==> src/rtl/core/psnr_pkg.sv <==
// ============================================================================
// psnr_pkg: shared constants and types of the PSNR metric engine
// Widths of the accumulators, the log and divide iteration constants, result
// kind codes and the structs that pass between the engine's units.
// ============================================================================
package psnr_pkg;

	// Defaults for the top-level parameters.
	localparam int SAMPLE_BITS_DEF    = 32;
	localparam int COUNT_BITS_DEF     = 32;
	localparam int PSNR_FRAC_BITS_DEF = 16;

	// Squared-error sum and its log.
	localparam int SUM_BITS   = 128;
	localparam int LOG_FRAC   = 28;
	localparam int LOG_ITER_W = 5;
	localparam int LOG_EXP_W  = 7;
	localparam int LOG_W      = LOG_EXP_W + LOG_FRAC;

	// Mean squared error: sum * 2^16 / count, bit by bit.
	localparam int MSE_WHOLE_BITS = 64;
	localparam int MSE_FRAC_BITS  = 16;
	localparam int QUO_BITS       = MSE_WHOLE_BITS + MSE_FRAC_BITS;
	localparam int DIV_STEPS      = SUM_BITS + MSE_FRAC_BITS;
	localparam int DIV_STEP_W     = 8;
	localparam int OVF_STEPS      = DIV_STEPS - QUO_BITS;

	// 10*log10(2) in Q2.30.
	localparam logic [31:0] TEN_LOG10_2_Q30 = 32'd3232284966;

	// PSNR output and its accumulation width.
	localparam int PSNR_W     = 26;
	localparam int PSNR_TOT_W = 70;
	localparam logic [PSNR_W-1:0] PSNR_MAX = {1'b0, {(PSNR_W-1){1'b1}}};

	// Result kind codes.
	localparam logic [1:0] KIND_FINITE  = 2'd0;
	localparam logic [1:0] KIND_POS_INF = 2'd1;
	localparam logic [1:0] KIND_NEG_INF = 2'd2;

	// Operands presented to the shared multiplier.
	typedef struct packed {
		logic [31:0] a;
		logic [31:0] b;
	} mul_opnd_t;

	// Status and quotient of the divider.
	typedef struct packed {
		logic                      busy;
		logic [MSE_WHOLE_BITS-1:0] mse_whole;
		logic [MSE_FRAC_BITS-1:0]  mse_fraction;
	} div_res_t;

endpackage

==> src/rtl/core/psnr_mul.sv <==
// ============================================================================
// psnr_mul: shared 32x32 multiplier
// Unsigned product of the presented operands, held in an output register.
// ============================================================================
module psnr_mul (
	input  logic                  clk,
	input  psnr_pkg::mul_opnd_t   opnd,
	output logic [63:0]           prod
);
	import psnr_pkg::*;

	always_ff @(posedge clk) begin
		prod <= 64'(opnd.a) * 64'(opnd.b);
	end

endmodule

==> config.mk <==
export PLATFORM = sky130hd
export DESIGN_NAME = psnr_mul
export DESIGN_NICKNAME = d
export VERILOG_FILES = /design/src/rtl/core/psnr_pkg.sv /design/src/rtl/core/psnr_mul.sv
export SDC_FILE = /design/constraint.sdc
export NUM_CORES = 2
export LEC_CHECK = 0
export ABC_AREA = 0
export BUFFER_PORTS_ARGS = -buffer_cell sky130_fd_sc_hd__buf_4
export CAP_MARGIN = 5
export CORE_UTILIZATION = 30
export CTS_CLUSTER_SIZE = 24
export DETAILED_ROUTE_END_ITERATION = 10
export MAX_ROUTING_LAYER = met4
export PLACE_DENSITY_LB_ADDON = 0.08
export SLEW_MARGIN = 5
export SYNTH_ARGS = -nofsm -noshare
export SYNTH_HDL_FRONTEND = slang
export SYNTH_SLANG_ARGS = --single-unit
==> constraint.sdc <==
create_clock -name clk -period 10.9 [get_ports clk]
set_input_delay 2.18 -clock clk [delete_from_list [all_inputs] [get_ports clk]]
set_output_delay 2.18 -clock clk [all_outputs]
set_load 0.02 [all_outputs]
==> reports/results.ini <==
[sta]
worstMarginPinSlew_ps = 750
setup_viol = 0
drv_slew = 0
period_minus_slack_ps = 9740
max_freq_mhz = 103
rsz0062_at_grt = no
tns_ps = 0
fin_crit_sh_pct = 89.4
relSlewSlack_pct = 49.8
hold_viol = 0
setup_slack_ps = 1160

[clock_tree]
clock_sinks = 64
htree_levels = 3
tritoncts = done
cts-resized-gates = 0
hold_buffers = 0
clk_pin_slew_ps = 70
cts_root_buf = clkbuf_16
cts_buffer_depth = 2
cts_buffers = 9
cts_setup_buffers = 0

[yosys]
synthSimpleGateAreaFrac_pct = 17.6
synth_mux_area_share_pct = 0.0289
synthAdderAreaFrac_pct = 61.2
yosysTopAreaCell = fa_1
netlist_area_mm2 = 0.0347
synth-seq-area-share_pct = 3.69
ys_async_sr_fraction_pct = 0
synthTopCellsByArea = fa_1 52%, and2_1 11%, ha_1 9.5%
synth_compound_area_share_pct = 4.15
synth_common_cells = 896 x fa_1, 865 x inv_1, 602 x and2_1
yosysMostFrequentCell = fa_1
ys_seq_elements = 64
synthXorXnorAreaFrac_pct = 1.52
synth_top_family_by_area = adder cells
synth_top_area_share_pct = 51.7
post_synth.cell_area_avg_um2 = 9.25
synth_cell_types = 57
netlist_instances = 3748
syn-num-nets = 4972
synth_edf_count = 0
ys.flop_type = dfxtp_1
ys.warnings.count = 0

[worst_setup_path]
cp_data_arrival_time_ps = 10020
critPathKind = in -> reg
worst-path-max-fanout = 32
cp-end-kind = flop
start_kind = primary input
cp.required_ps = 11170

[floorplanning]
io-pin-count = 129
dieArea_mm2 = 0.117
fp-row-count = 124
floorplan.initialDensity_pct = 30.3
die_y_um = 342
die_x_um = 342
core_area_mm2 = 0.115

[outcome]
status = finished with violations
violations = DRC

[place]
place_hpwl_mm = 89.9
dp_slack_ps = 819
port_buffers = 128
place_congestion = 0.806
postPlaceCellArea_mm2 = 0.0368

[cells_and_area]
layout.nets = 4906
post-route-cell-area_mm2 = 0.0372
drive_gt1_share_pct = 4.77
largest_reg_flops = 64
area_delta_synth_final_pct = 7.17
reg_top3 = prod: 64 flops
largest-register = prod

[global_routing]
grt_use_total_pct = 20.2
antenna_found_initial = 1
grt_max_degree = 33
grt_pass1_vias = 27400
grt-ovfl-total = 0
grt_pass1_wl_mm = 172

[routing]
firstDrtPassIters = 8
via_per_inst = 4.57
avgRoutedWirePerCell_um = 21.2
drtIter0Drc = 888
ant_nets = 0
vias = 23700
finalWirelength_mm = 110
drc = 12

[min_path]
holdCritPathClass = in -> reg

[run]
drv_cap = 0

## critical path, stage by stage
cell and delay [ps]:
buf_4 430, nand2_1 160, fa_1 550, inv_1 50
fa_1 470, fa_1 630, fa_1 510, fa_1 560
fa_1 430, fa_1 520, inv_1 60, fa_1 470
inv_1 40, ha_1 430, nand4_1 230, or4_1 470
or3_1 370, a31oi_1 640, a31o_2 320, a211oi_1 130
o21ai_1 170, xor2_1 140
## metrics by stage
stage                     util, %  hold WS (ps)  cells
after floorplan                 -          2310   3748
after global placement       32.1          2590   5183
after detailed placement     32.1          2590   5183
after CTS                    32.5          2310   5199
after global routing         32.5          2320   5200
final                        32.5          2320   5200
## cells in the final DEF (no fill, tap or decap), types with 4 or more instances in the layout
cell type,count
nor3_1,7
nor2_1,20
o21bai_1,10
clkbuf_16,9
fa_1,896
nand3_1,10
and2_1,602
o21a_1,9
xnor2_1,35
nand4_1,23
a21oi_1,63
nand2_1,480
a31oi_1,12
inv_1,865
a21o_1,40
a221o_1,4
dfxtp_1,64
xor2_1,25
and3_1,14
o21ai_0,21
buf_4,143
o21ai_1,5
ha_1,263
## layer usage
layer	wire length [µm]	GRT usage [%]	share of wire (%)
met4	820	1.59	0.75
met2	62200	38.6	57
met5	0	-	0
met3	1820	1.11	1.7
met1	45200	24.1	41
## final timing paths
kind	endpoint	slack (ps)	cells after the start	from
worst max-delay path	prod[62]	1160	22	opnd[42]
worst min-delay path	prod[0]	2320	2	opnd[0]
## kinds of logic (layout without fill, tap and decap cells)
| kind of cell | after synthesis | count (layout) |
|---|---|---|
| AO/OA/AOI/OAI | 202 | 202 |
| XOR/XNOR | 60 | 60 |
| adder cells (fa/ha/maj) | 1159 | 1159 |
| buffers and inverters | 1085 | 1024 |
| flip-flops | 64 | 64 |
| multiplexers | 1 | 1 |
| other | 0 | 1 |
| AND/OR/NAND/NOR | 1177 | 1177 |
## cell type report
type	count	area (µm²)
fill	12200	77300
multi-input combinational	2599	29300
inverter	865	3250
tap	1512	1890
sequential	64	1280
timing repair buffer	143	1070
clock buffer	10	239
clock inverter	6	114
antenna	1	2.50
Power is not shown: default switching activity piles up to over one toggle a cycle in this logic, so the estimate is an artifact.
