`config.mk`:
```
export PLATFORM = sky130hd
export DESIGN_NAME = psnr_div
export DESIGN_NICKNAME = d
export VERILOG_FILES = /design/src/rtl/core/psnr_pkg.sv /design/src/rtl/core/psnr_div.sv
export SDC_FILE = /design/constraint.sdc
export NUM_CORES = 1
export LEC_CHECK = 0
export ABC_AREA = 1
export CAP_MARGIN = 20
export CORE_MARGIN = 2
export CORE_UTILIZATION = 60
export CTS_CLUSTER_DIAMETER = 120
export DETAILED_ROUTE_END_ITERATION = 10
export DONT_BUFFER_PORTS = 1
export PLACE_DENSITY = 0.83
export SKIP_CTS_REPAIR_TIMING = 1
export SLEW_MARGIN = 10
export SYNTH_ARGS = -nofsm -noshare
export SYNTH_HDL_FRONTEND = slang
export SYNTH_SLANG_ARGS = --single-unit
```
`constraint.sdc`:
```
create_clock -name clk -period 7.2 [get_ports clk]
set_input_delay 1.44 -clock clk [delete_from_list [all_inputs] [get_ports clk]]
set_output_delay 1.44 -clock clk [all_outputs]
set_load 0.02 [all_outputs]
```
`src/rtl/core/psnr_pkg.sv`:
```
// ============================================================================
// psnr_pkg: shared constants and types of the PSNR metric engine
// Widths of the accumulators, the log and divide iteration constants, result
// kind codes and the structs that pass between the engine's units.
// ============================================================================
package psnr_pkg;

	// Defaults for the top-level parameters.
	localparam int SAMPLE_BITS_DEF    = 32;
	localparam int COUNT_BITS_DEF     = 32;
	localparam int PSNR_FRAC_BITS_DEF = 16;

	// Squared-error sum and its log.
	localparam int SUM_BITS   = 128;
	localparam int LOG_FRAC   = 28;
	localparam int LOG_ITER_W = 5;
	localparam int LOG_EXP_W  = 7;
	localparam int LOG_W      = LOG_EXP_W + LOG_FRAC;

	// Mean squared error: sum * 2^16 / count, bit by bit.
	localparam int MSE_WHOLE_BITS = 64;
	localparam int MSE_FRAC_BITS  = 16;
	localparam int QUO_BITS       = MSE_WHOLE_BITS + MSE_FRAC_BITS;
	localparam int DIV_STEPS      = SUM_BITS + MSE_FRAC_BITS;
	localparam int DIV_STEP_W     = 8;
	localparam int OVF_STEPS      = DIV_STEPS - QUO_BITS;

	// 10*log10(2) in Q2.30.
	localparam logic [31:0] TEN_LOG10_2_Q30 = 32'd3232284966;

	// PSNR output and its accumulation width.
	localparam int PSNR_W     = 26;
	localparam int PSNR_TOT_W = 70;
	localparam logic [PSNR_W-1:0] PSNR_MAX = {1'b0, {(PSNR_W-1){1'b1}}};

	// Result kind codes.
	localparam logic [1:0] KIND_FINITE  = 2'd0;
	localparam logic [1:0] KIND_POS_INF = 2'd1;
	localparam logic [1:0] KIND_NEG_INF = 2'd2;

	// Operands presented to the shared multiplier.
	typedef struct packed {
		logic [31:0] a;
		logic [31:0] b;
	} mul_opnd_t;

	// Status and quotient of the divider.
	typedef struct packed {
		logic                      busy;
		logic [MSE_WHOLE_BITS-1:0] mse_whole;
		logic [MSE_FRAC_BITS-1:0]  mse_fraction;
	} div_res_t;

endpackage

```
`src/rtl/core/psnr_div.sv`:
```
// ============================================================================
// psnr_div: restoring divider for the mean squared error
// Forms floor(sum * 2^16 / count) one quotient bit per cycle and flags a
// quotient that does not fit the 64.16 result.
// ============================================================================
module psnr_div #(
	parameter int COUNT_BITS = psnr_pkg::COUNT_BITS_DEF
) (
	input  logic                          clk,
	input  logic                          arst_n,
	input  logic                          start,
	input  logic [psnr_pkg::SUM_BITS-1:0] dividend,
	input  logic [COUNT_BITS-1:0]         divisor,
	output psnr_pkg::div_res_t            res
);
	import psnr_pkg::*;

	logic                  busy_q;
	logic [DIV_STEP_W-1:0] step_q;
	logic [SUM_BITS-1:0]   num_q;
	logic [COUNT_BITS-1:0] den_q;
	logic [COUNT_BITS-1:0] rem_q;
	logic [QUO_BITS-1:0]   quo_q;
	logic                  ovf_q;

	logic [COUNT_BITS:0]   rem_sh;
	logic [COUNT_BITS+1:0] diff;
	logic                  fits;

	// Bring down the next dividend bit and try the subtraction.
	assign rem_sh = {rem_q, num_q[SUM_BITS-1]};
	assign diff   = {1'b0, rem_sh} - {2'b00, den_q};
	assign fits   = ~diff[COUNT_BITS+1];

	always_ff @(posedge clk or negedge arst_n) begin
		if (!arst_n) begin
			busy_q <= 1'b0;
		end else if (start) begin
			busy_q <= 1'b1;
		end else if (busy_q && step_q == DIV_STEP_W'(DIV_STEPS - 1)) begin
			busy_q <= 1'b0;
		end
	end

	always_ff @(posedge clk) begin
		if (start) begin
			num_q  <= dividend;
			den_q  <= divisor;
			rem_q  <= '0;
			quo_q  <= '0;
			ovf_q  <= 1'b0;
			step_q <= '0;
		end else if (busy_q) begin
			num_q  <= {num_q[SUM_BITS-2:0], 1'b0};
			rem_q  <= fits ? diff[COUNT_BITS-1:0] : rem_sh[COUNT_BITS-1:0];
			step_q <= step_q + DIV_STEP_W'(1);
			// The leading quotient bits lie above the 64.16 result.
			if (step_q < DIV_STEP_W'(OVF_STEPS)) begin
				ovf_q <= ovf_q | fits;
			end else begin
				quo_q <= {quo_q[QUO_BITS-2:0], fits};
			end
		end
	end

	assign res.busy         = busy_q;
	assign res.mse_whole    = ovf_q ? '1 : quo_q[QUO_BITS-1:MSE_FRAC_BITS];
	assign res.mse_fraction = ovf_q ? '1 : quo_q[MSE_FRAC_BITS-1:0];

endmodule

```
==> results.tsv <==
stage	metric	value	unit
sta	final setup fails	0	
global_route	largest net degree at the start of global routing	167	
place	Post-DP Area	14410	um2
pwr	combinational share of power	36.3	%
cells_and_area	FILL cells	2004	
floorplan	die area	25100	um2
synth	post-synthesis cell count	1858	
synth	area share of the largest cell type after synthesis	33.58	%
synth	Synth Warn #	0	
route	via count	11403	
synth	syn_nets	2055	
global_route	grt total ovfl	0	
route	drt drc	0	
sta	TNS Setup	0	ns
floorplan	die span in x	158.4	um
clock_tree	TritonCTS Buffers	29	
global_route	initial antenna violation count	1	
place	dpl cells	2105	
synth	Mapped Area	14310	um2
sta	maximum clock rate	282.9	MHz
clock_tree	CTS clk-pin slew, worst paths	0.06	ns
synth	most frequent cells after synthesis	nand2_1, nor2_1, inv_1	
setup_path	Worst Path Arrival	2.09	ns
sta	shortest period the worst path allows	3.534	ns
cells_and_area	Final nets	2014	
setup_path	Req. time, crit path	5.76	ns
route	initial DRC count	848	
synth	EDFF count, synth	160	
clock_tree	maximum clock path buffer count	3	
cells_and_area	P&R area growth vs syn	7.389	%
setup_path	endpoint class of the critical path	output port	
sta	fin. max-slew vios	0	
sta	RSZ-0062 raised after global routing	false	
outcome	status	finished, final reports clean	
floorplan	Die Span Y	158.4	um
synth	syn_area_per_cell	7.701	um2
global_route	first-pass GRT wire length	50930	um
sta	final setup skew	0.01606	ns
place	gpl congestion	0.9544	
pwr	LEAKAGE	0.007514	uW
clock_tree	htree depth	1	
floorplan	Cell Rows	56	
place	post-DP HPWL	21880	um
pwr	Reg power frac	36.3	%
cells_and_area	layout cells sized above 1	9.130	%
floorplan	Starting Density	60.96	%
floorplan	I/O pin count	244	
sta	Tcrit/Tclk final	49.09	%
synth	cell taking the most area after synthesis	edfxtp_1	
place	port bufs	0	
synth	Synth cell types	39	
route	Pre-Repair DR Iteration Count	6	
route	mean routed wirelength per cell	14.83	um
clock_tree	CTS tree	built	
sta	count of final hold-check violations	0	
route	vias per cell	5.279	
pwr	Peak VDD IR	224.3	uV
pwr	Clk pwr share	27.4	%
synth	Async SR Flop Fraction	0.3546	%
min_path	min-delay worst type	reg -> reg	
global_route	number of global-route vias before repair	10761	
pwr	Net Sw Power	2045	uW
pwr	Power Internal	3398	uW
synth	leading register cell type out of synthesis	edfxtp_1	
sta	normalized max-slew margin	28.35	%
synth	Synth area leaders	edfxtp_1, nand2_1, dfxtp_1	
job	Max Cap Viol	0	
cells_and_area	Non-Filler Instances	2160	
synth	dominant cell by count in the synthesized netlist	nand2_1	
setup_path	worst-path fanout max	59	
route	post-route ant nets	0	
clock_tree	clock root cell	clkbuf_16	
cells_and_area	Final Instance Area	15370	um2
pwr	PwrDens	354.2	nW/um2
sta	Slew @ Worst Pin	1.075	ns
setup_path	kind of critical path	reg -> out	
route	final wirelength	32030	um
global_route	Global Route Usage Sum	25.12	%
floorplan	CORE AREA	23470	um2
pwr	Switching Share	37.57	%
synth	sequential share of the synthesized area	50.68	%
setup_path	crit start category	register	
clock_tree	clk sink count	282	
synth	Yosys reg bits	282	
clock_tree	Skew-Pair Late Insertion Delay	0.56	ns
## metal layers
metal / track usage [%] / vias to the layer above / share of wire, %
met4: 9.266 / 0 / 3.5
met5: 0 / - / 0
met2: 41.18 / 372 / 46
li1: - / 5739 / -
met3: 7.050 / 71 / 8.2
met1: 31.87 / 5221 / 42
## path summary, 6_finish.rpt
kind / startpoint / to / slack, ns / cells after the start
min in group asynchronous: arst_n / busy_q / 0.58 / 0
hold / removal: rem_q[15] / rem_q[15] / 0.47 / 2
setup reg to reg: busy_q / num_q[86] / 4.31 / 4
max in group asynchronous: arst_n / busy_q / 6.55 / 0
hold reg to reg: rem_q[15] / rem_q[15] / 0.47 / 2
setup / recovery: ovf_q / res[0] / 3.67 / 3
## stage by stage
step                hold WS (ns)  total power [uW]  util, %  setup WS (ns)
finish                    0.4679              5443    65.46          3.666
global route              0.4925              5783    65.45          3.482
CTS                       0.4725              5462    65.45          3.676
detailed placement        0.4605              3969    61.41          3.541
global placement          0.4572              3918    61.41          3.583
floorplan                 0.4430              3645        -          1.123
## sequential cells by signal (all words and copies together) (netlist names)
register and count:
busy_q 1, num_q 128, step_q 8, den_q 32, rem_q 32, quo_q 80
ovf_q 1
## cells by family after synthesis
kind of cell / share of synthesized area [%]
AO/OA/AOI/OAI: 4.678
flip-flops: 50.68
AND/OR/NAND/NOR: 33.04
XOR/XNOR: 0.9182
buffers and inverters: 7.660
adder cells (fa/ha/maj): 3.026
## power by group through the flow
stage	logic [uW]	registers [uW]	clock network, uW
floorplan	1670	1970	0
global route	2210	1990	1580
CTS	1970	1980	1520
global placement	1920	2000	0
detailed placement	1960	2010	0
finish	1980	1980	1490
## cells in the final DEF (no fill, tap or decap), types with 3 or more instances in the layout
| cell type | synthesis | final |
|---|---|---|
| dfxtp_1 | 121 | 121 |
| nand3b_1 | 13 | 13 |
| nor3_1 | 8 | 8 |
| a21oi_1 | 23 | 23 |
| inv_1 | 190 | 188 |
| nand3_2 | 8 | 8 |
| nand4_1 | 7 | 7 |
| or2_2 | 79 | 79 |
| clkbuf_16 | 0 | 29 |
| inv_4 | 0 | 3 |
| o21ai_1 | 12 | 12 |
| edfxtp_1 | 160 | 160 |
| clkbuf_1 | 62 | 4 |
| nor2_1 | 209 | 208 |
| clkinv_2 | 0 | 6 |
| nor2_2 | 2 | 3 |
| nand3_1 | 79 | 79 |
| o21ai_0 | 86 | 86 |
| inv_2 | 7 | 7 |
| nand2_2 | 6 | 7 |
| nand2_1 | 703 | 702 |
| ha_1 | 33 | 33 |
| xnor2_1 | 14 | 14 |
| buf_4 | 5 | 7 |
| bufinv_16 | 0 | 3 |
| clkinv_1 | 0 | 4 |
## critical path: stages (launching register included)
cell and delay (ns):
dfxtp_1 0.65, buf_4 0.48, inv_1 0.15, nand2_1 0.23
## final cells by class
type | count | area, um2 | area share [%]
timing repair buffer | 7 | 52.55 | 0.3420
multi-input combinational | 1300 | 5966 | 38.82
tap | 319 | 399.1 | 2.598
inverter | 197 | 744.5 | 4.845
sequential | 282 | 7252 | 47.19
clock inverter | 20 | 195.2 | 1.270
clock buffer | 34 | 754.5 | 4.910
antenna | 1 | 2.502 | 0.01629
No activity file was read; power rests on OpenSTA's default activity.
