<file path="config.mk">
export PLATFORM = sky130hd
export DESIGN_NAME = psnr_log2
export DESIGN_NICKNAME = d
export VERILOG_FILES = /design/src/rtl/core/psnr_pkg.sv /design/src/rtl/core/psnr_log2.sv
export SDC_FILE = /design/constraint.sdc
export NUM_CORES = 1
export LEC_CHECK = 0
export BUFFER_PORTS_ARGS = -buffer_cell sky130_fd_sc_hd__buf_2
export CAP_MARGIN = 10
export CORE_MARGIN = 5
export CORE_UTILIZATION = 50
export DETAILED_ROUTE_END_ITERATION = 8
export PLACE_DENSITY = 0.7
export SKIP_CTS_REPAIR_TIMING = 1
export SLEW_MARGIN = 20
export SYNTH_ARGS = -nofsm -noshare
export SYNTH_HDL_FRONTEND = slang
export SYNTH_SLANG_ARGS = --single-unit
</file>
<file path="constraint.sdc">
create_clock -name clk -period 22.7 [get_ports clk]
set_clock_uncertainty 0.05 [all_clocks]
set_input_delay 0 -clock clk [delete_from_list [all_inputs] [get_ports clk]]
set_output_delay 0 -clock clk [all_outputs]
set_load 0.02 [all_outputs]
</file>
<file path="src/rtl/core/psnr_pkg.sv">
// ============================================================================
// psnr_pkg: shared constants and types of the PSNR metric engine
// Widths of the accumulators, the log and divide iteration constants, result
// kind codes and the structs that pass between the engine's units.
// ============================================================================
package psnr_pkg;

	// Defaults for the top-level parameters.
	localparam int SAMPLE_BITS_DEF    = 32;
	localparam int COUNT_BITS_DEF     = 32;
	localparam int PSNR_FRAC_BITS_DEF = 16;

	// Squared-error sum and its log.
	localparam int SUM_BITS   = 128;
	localparam int LOG_FRAC   = 28;
	localparam int LOG_ITER_W = 5;
	localparam int LOG_EXP_W  = 7;
	localparam int LOG_W      = LOG_EXP_W + LOG_FRAC;

	// Mean squared error: sum * 2^16 / count, bit by bit.
	localparam int MSE_WHOLE_BITS = 64;
	localparam int MSE_FRAC_BITS  = 16;
	localparam int QUO_BITS       = MSE_WHOLE_BITS + MSE_FRAC_BITS;
	localparam int DIV_STEPS      = SUM_BITS + MSE_FRAC_BITS;
	localparam int DIV_STEP_W     = 8;
	localparam int OVF_STEPS      = DIV_STEPS - QUO_BITS;

	// 10*log10(2) in Q2.30.
	localparam logic [31:0] TEN_LOG10_2_Q30 = 32'd3232284966;

	// PSNR output and its accumulation width.
	localparam int PSNR_W     = 26;
	localparam int PSNR_TOT_W = 70;
	localparam logic [PSNR_W-1:0] PSNR_MAX = {1'b0, {(PSNR_W-1){1'b1}}};

	// Result kind codes.
	localparam logic [1:0] KIND_FINITE  = 2'd0;
	localparam logic [1:0] KIND_POS_INF = 2'd1;
	localparam logic [1:0] KIND_NEG_INF = 2'd2;

	// Operands presented to the shared multiplier.
	typedef struct packed {
		logic [31:0] a;
		logic [31:0] b;
	} mul_opnd_t;

	// Status and quotient of the divider.
	typedef struct packed {
		logic                      busy;
		logic [MSE_WHOLE_BITS-1:0] mse_whole;
		logic [MSE_FRAC_BITS-1:0]  mse_fraction;
	} div_res_t;

endpackage

</file>
<file path="src/rtl/core/psnr_log2.sv">
// ============================================================================
// psnr_log2: iterative base-2 logarithm
// Normalizes a nonzero 128-bit value in seven shift steps, then squares the
// 32-bit mantissa on the shared multiplier to produce the fraction bits.
// ============================================================================
module psnr_log2 (
	input  logic                          clk,
	input  logic                          arst_n,
	input  logic                          start,
	input  logic [psnr_pkg::SUM_BITS-1:0] value,
	input  logic [63:0]                   mul_prod,
	output psnr_pkg::mul_opnd_t           opnd,
	output logic                          done,
	output logic [psnr_pkg::LOG_W-1:0]    result
);
	import psnr_pkg::*;

	typedef enum logic [1:0] {
		L_IDLE,
		L_NORM,
		L_MUL,
		L_SQ
	} log_state_t;

	localparam logic [2:0] NORM_LAST = 3'd6;

	log_state_t            state_q;
	logic [SUM_BITS-1:0]   x_q;
	logic [LOG_EXP_W-1:0]  e_q;
	logic [2:0]            step_q;
	logic [LOG_ITER_W-1:0] iter_q;
	logic [LOG_FRAC-1:0]   frac_q;
	logic                  done_q;
	logic [LOG_W-1:0]      result_q;

	logic [7:0]            sh;
	logic                  top_zero;
	logic [31:0]           sq_m;
	logic [LOG_FRAC-1:0]   frac_nxt;
	logic                  last_sq;

	// Normalization step: shift by 64, 32, ... 1 when that many top bits are zero.
	assign sh       = 8'd64 >> step_q;
	assign top_zero = (x_q >> (8'd128 - sh)) == '0;

	// The square lies in [1,4); renormalize and emit one fraction bit.
	assign sq_m     = mul_prod[63] ? mul_prod[63:32] : mul_prod[62:31];
	assign frac_nxt = {frac_q[LOG_FRAC-2:0], mul_prod[63]};

	// The final squaring produces the last fraction bit.
	assign last_sq  = (state_q == L_SQ) && (iter_q == LOG_ITER_W'(LOG_FRAC - 1));

	always_ff @(posedge clk or negedge arst_n) begin
		if (!arst_n) begin
			state_q <= L_IDLE;
			done_q  <= 1'b0;
		end else begin
			done_q <= last_sq;
			unique case (state_q)
				L_IDLE: begin
					if (start) begin
						x_q     <= value;
						e_q     <= LOG_EXP_W'(SUM_BITS - 1);
						step_q  <= '0;
						iter_q  <= '0;
						frac_q  <= '0;
						state_q <= L_NORM;
					end
				end
				L_NORM: begin
					if (top_zero) begin
						x_q <= x_q << sh;
						e_q <= e_q - sh[LOG_EXP_W-1:0];
					end
					step_q <= step_q + 3'd1;
					if (step_q == NORM_LAST) begin
						state_q <= L_MUL;
					end
				end
				L_MUL: begin
					state_q <= L_SQ;
				end
				L_SQ: begin
					x_q[SUM_BITS-1 -: 32] <= sq_m;
					frac_q <= frac_nxt;
					iter_q <= iter_q + LOG_ITER_W'(1);
					if (last_sq) begin
						result_q <= {e_q, frac_nxt};
						state_q  <= L_IDLE;
					end else begin
						state_q <= L_MUL;
					end
				end
				default: state_q <= L_IDLE;
			endcase
		end
	end

	assign opnd.a = x_q[SUM_BITS-1 -: 32];
	assign opnd.b = x_q[SUM_BITS-1 -: 32];
	assign done   = done_q;
	assign result = result_q;

endmodule

</file>
==> impl_metrics.ini <==
[power_and_ir_drop]
p_comb_frac = 0.548
peakVddDrop_v = 0.0000800
clock_power_share = 0.169
power_mw = 2.34
leakage_nw = 12.6
switching_power_mw = 1.11
netSwitchingFraction = 0.477
p_per_area_nw_per_um2 = 82.1
internal_power_mw = 1.22
seqPwrFrac = 0.284

[timing]
hold_slack_ns = -0.0329
max-slew-margin-rel = 0.221
rsz0062_at_grt = no
hold_violations = 2
fmax_mhz = 110
period_needed_ns = 9.13
setup_violations = 0
finalSetupTns_ns = 0
setup_slack_ns = 13.57
slew_violations = 0
fin_crit_sh = 0.402
worst_pin_slew_ns = 1.16

[floorplanning]
fp.dieArea_um2 = 54600
die_height_um = 234
rows = 82
die_x_um = 234
io_pins = 295
initial_utilization = 0.502
coreArea_um2 = 49900

[logic_synthesis]
syn-cell-area_um2 = 25000
synthFlopType = edfxtp_1
synth_cells = 2776
yosys.area.top_type_share = 0.269
netlist_top_cells_area = mux2i_1 27%, edfxtp_1 25%, mux4_2 5.0%
ys_seq_area_frac = 0.249
async_flop_share = 0.0144
yosysTopAreaCell = mux2i_1
synth_warnings = 0
ys_types = 82
ys_ff_latch = 208
synth_edf_count = 205
avgSynthCellArea_um2 = 9.02
syn-num-nets = 2984

[global_routing]
grt_use_met3 = 0.0718
grt-busiest-layer = met2
grt_util_all_layers = 0.388
grt_pass1_wl_mm = 161
grt_max_degree = 107
grt.met1_usage = 0.561
use_met2 = 0.579
antenna_found_initial = 1
grt_overflow = 0
grt_pass1_vias = 23900

[finish]
multi_input_area_um2 = 17200
nets = 3152
fillers = 4411
fin_cells = 3633
area_growth_pct = 13.7
utilization = 0.571
drive_above_1_share = 0.160
final-seq-area_um2 = 6230
stdcell_area_um2 = 28500

[clock_tree]
clk_pin_slew_worst_paths_ns = 0.06
cts_tree = yes
clockBufferDepth = 3
cts_root_buf = clkbuf_16
clk_latency_ns = 0.56
clock-sinks = 208
cts_buffers = 22
htreeDepth = 1

[placed_design]
pre_cts_ws_ns = 13.80
numPortBuffers = 263
place_hpwl_mm = 84.0
placed_area_um2 = 26100
dp_cells = 3434
routabilityCongestion = 1.01

[flow_run]
maxCapViolCount = 0

[setup_path]
crit_arrival_ns = 9.24
r2r_slack_ns = 13.57
path_max_fanout = 106
worstSetupPathType = flop to flop
startpoint_type = flop
cp-end-kind = flop
worstPathRequired_ns = 22.81

[route]
first_pass_iters = 7
wire_per_inst_um = 31.2
detail-route-antenna-nets = 0
routed-via-count = 26200
drt_iter0_drc = 3794
drc = 0
routed_via_density = 7.21
drt_wl_total_mm = 114

[outcome]
outcome = finished with violations
violations = negative hold slack

[min_path]
min_path_type = primary input to flop
-- routing by layer --
layer / routed length, µm / vias up
met4: 5420 / 0
li1: - / 11200
met5: 0 / -
met2: 49300 / 1881
met3: 13000 / 316
met1: 45800 / 12800
-- cell type report --
type	instances	share of cell area
multi-input combinational	2193	0.603
clock inverter	12	0.00602
clock buffer	27	0.0200
timing repair buffer	472	0.115
tap	672	0.0295
antenna	2	0.000176
inverter	47	0.00690
sequential	208	0.219
-- worst max-delay path, stage by stage, from the launching register on --
cell       delay [ns]
edfxtp_1         0.40
inv_1            0.11
ha_4             0.27
and2_4           0.27
inv_8            0.46
ha_2             0.32
buf_4            0.43
nand3b_1         0.74
nand2_4          0.79
o221ai_1         0.76
o21ai_0          0.16
a2111oi_0        0.61
o211ai_1         0.24
o41ai_1          0.32
nand4_1          0.15
a2111oi_1        0.47
o2111ai_1        0.46
a21boi_4         0.28
buf_4            0.63
buf_4            0.71
-- power groups by stage --
stage                     clock, mW  combinational, mW  sequential [mW]
after floorplan                   0              0.873            0.591
after global placement            0               1.17            0.654
after detailed placement          0               1.18            0.658
after CTS                     0.396               1.18            0.651
after global routing          0.409               1.35            0.663
final                         0.394               1.28            0.663
-- sequential cells by signal, indices dropped and copies added (netlist names) --
name,count
iter_q,5
step_q,3
x_q,128
e_q,7
state_q,2
done,1
frac_q,27
result,35
-- cell usage in the layout, fill, tap and decap left out, types with 8 or more instances in the layout --
master and n:
a211oi_1 71, a21boi_0 20, a21o_1 9, a21oi_1 132, a221oi_1 25, a22o_1 46, a22oi_1 18, a31oi_1 21
a32oi_1 24, and2_1 12, and3_1 96, buf_2 263, buf_4 51, clkbuf_16 22, dlygate4sd3_1 158, edfxtp_1 205
ha_1 10, inv_1 42, mux2_2 31, mux2i_1 672, mux4_2 56, nand2_1 216, nand2b_1 8, nand3_1 61
nand4_1 22, nor2_1 129, nor2b_1 8, nor3_1 46, nor4_1 8, o2111ai_1 10, o211ai_1 33, o21a_1 8
o21ai_0 130, o221ai_1 43, o22a_1 21, o22ai_1 55, o32ai_1 12, xnor2_1 9
-- logic make-up after synthesis --
group,Yosys count,synth area share
adders and majority gates,13,0.00680
DFF,208,0.249
muxes,759,0.333
buffers and inverters,375,0.0712
AOI/OAI and AO/OA,756,0.210
and+or+nand+nor,651,0.124
xor gates and xnor gates,14,0.00520
-- worst paths after layout --
check                                   from         end  depth (start not counted)
worst min register to register    frac_q[11]  result[12]                          0
worst max register to register     step_q[0]     x_q[13]                         19
max in group asynchronous             arst_n  state_q[0]                          3
min in group asynchronous             arst_n        done                          3
worst min-delay path            mul_prod[56]    x_q[120]                          3
worst max-delay path               step_q[0]     x_q[13]                         19
-- cell usage after synthesis, types with 24 or more instances --
| master | n |
|---|---|
| mux2i_1 | 672 |
| nand2_1 | 218 |
| edfxtp_1 | 205 |
| a21oi_1 | 133 |
| clkbuf_1 | 133 |
| nor2_1 | 133 |
| o21ai_0 | 131 |
| and3_1 | 96 |
| a211oi_1 | 72 |
| buf_4 | 69 |
| buf_2 | 68 |
| nand3_1 | 61 |
| mux4_2 | 56 |
| o22ai_1 | 55 |
| buf_1 | 53 |
| a22o_1 | 46 |
| nor3_1 | 46 |
| o221ai_1 | 43 |
| inv_1 | 42 |
| o211ai_1 | 33 |
| mux2_2 | 31 |
| a221oi_1 | 25 |
| a32oi_1 | 24 |
No activity file was read; power rests on OpenSTA's default activity.
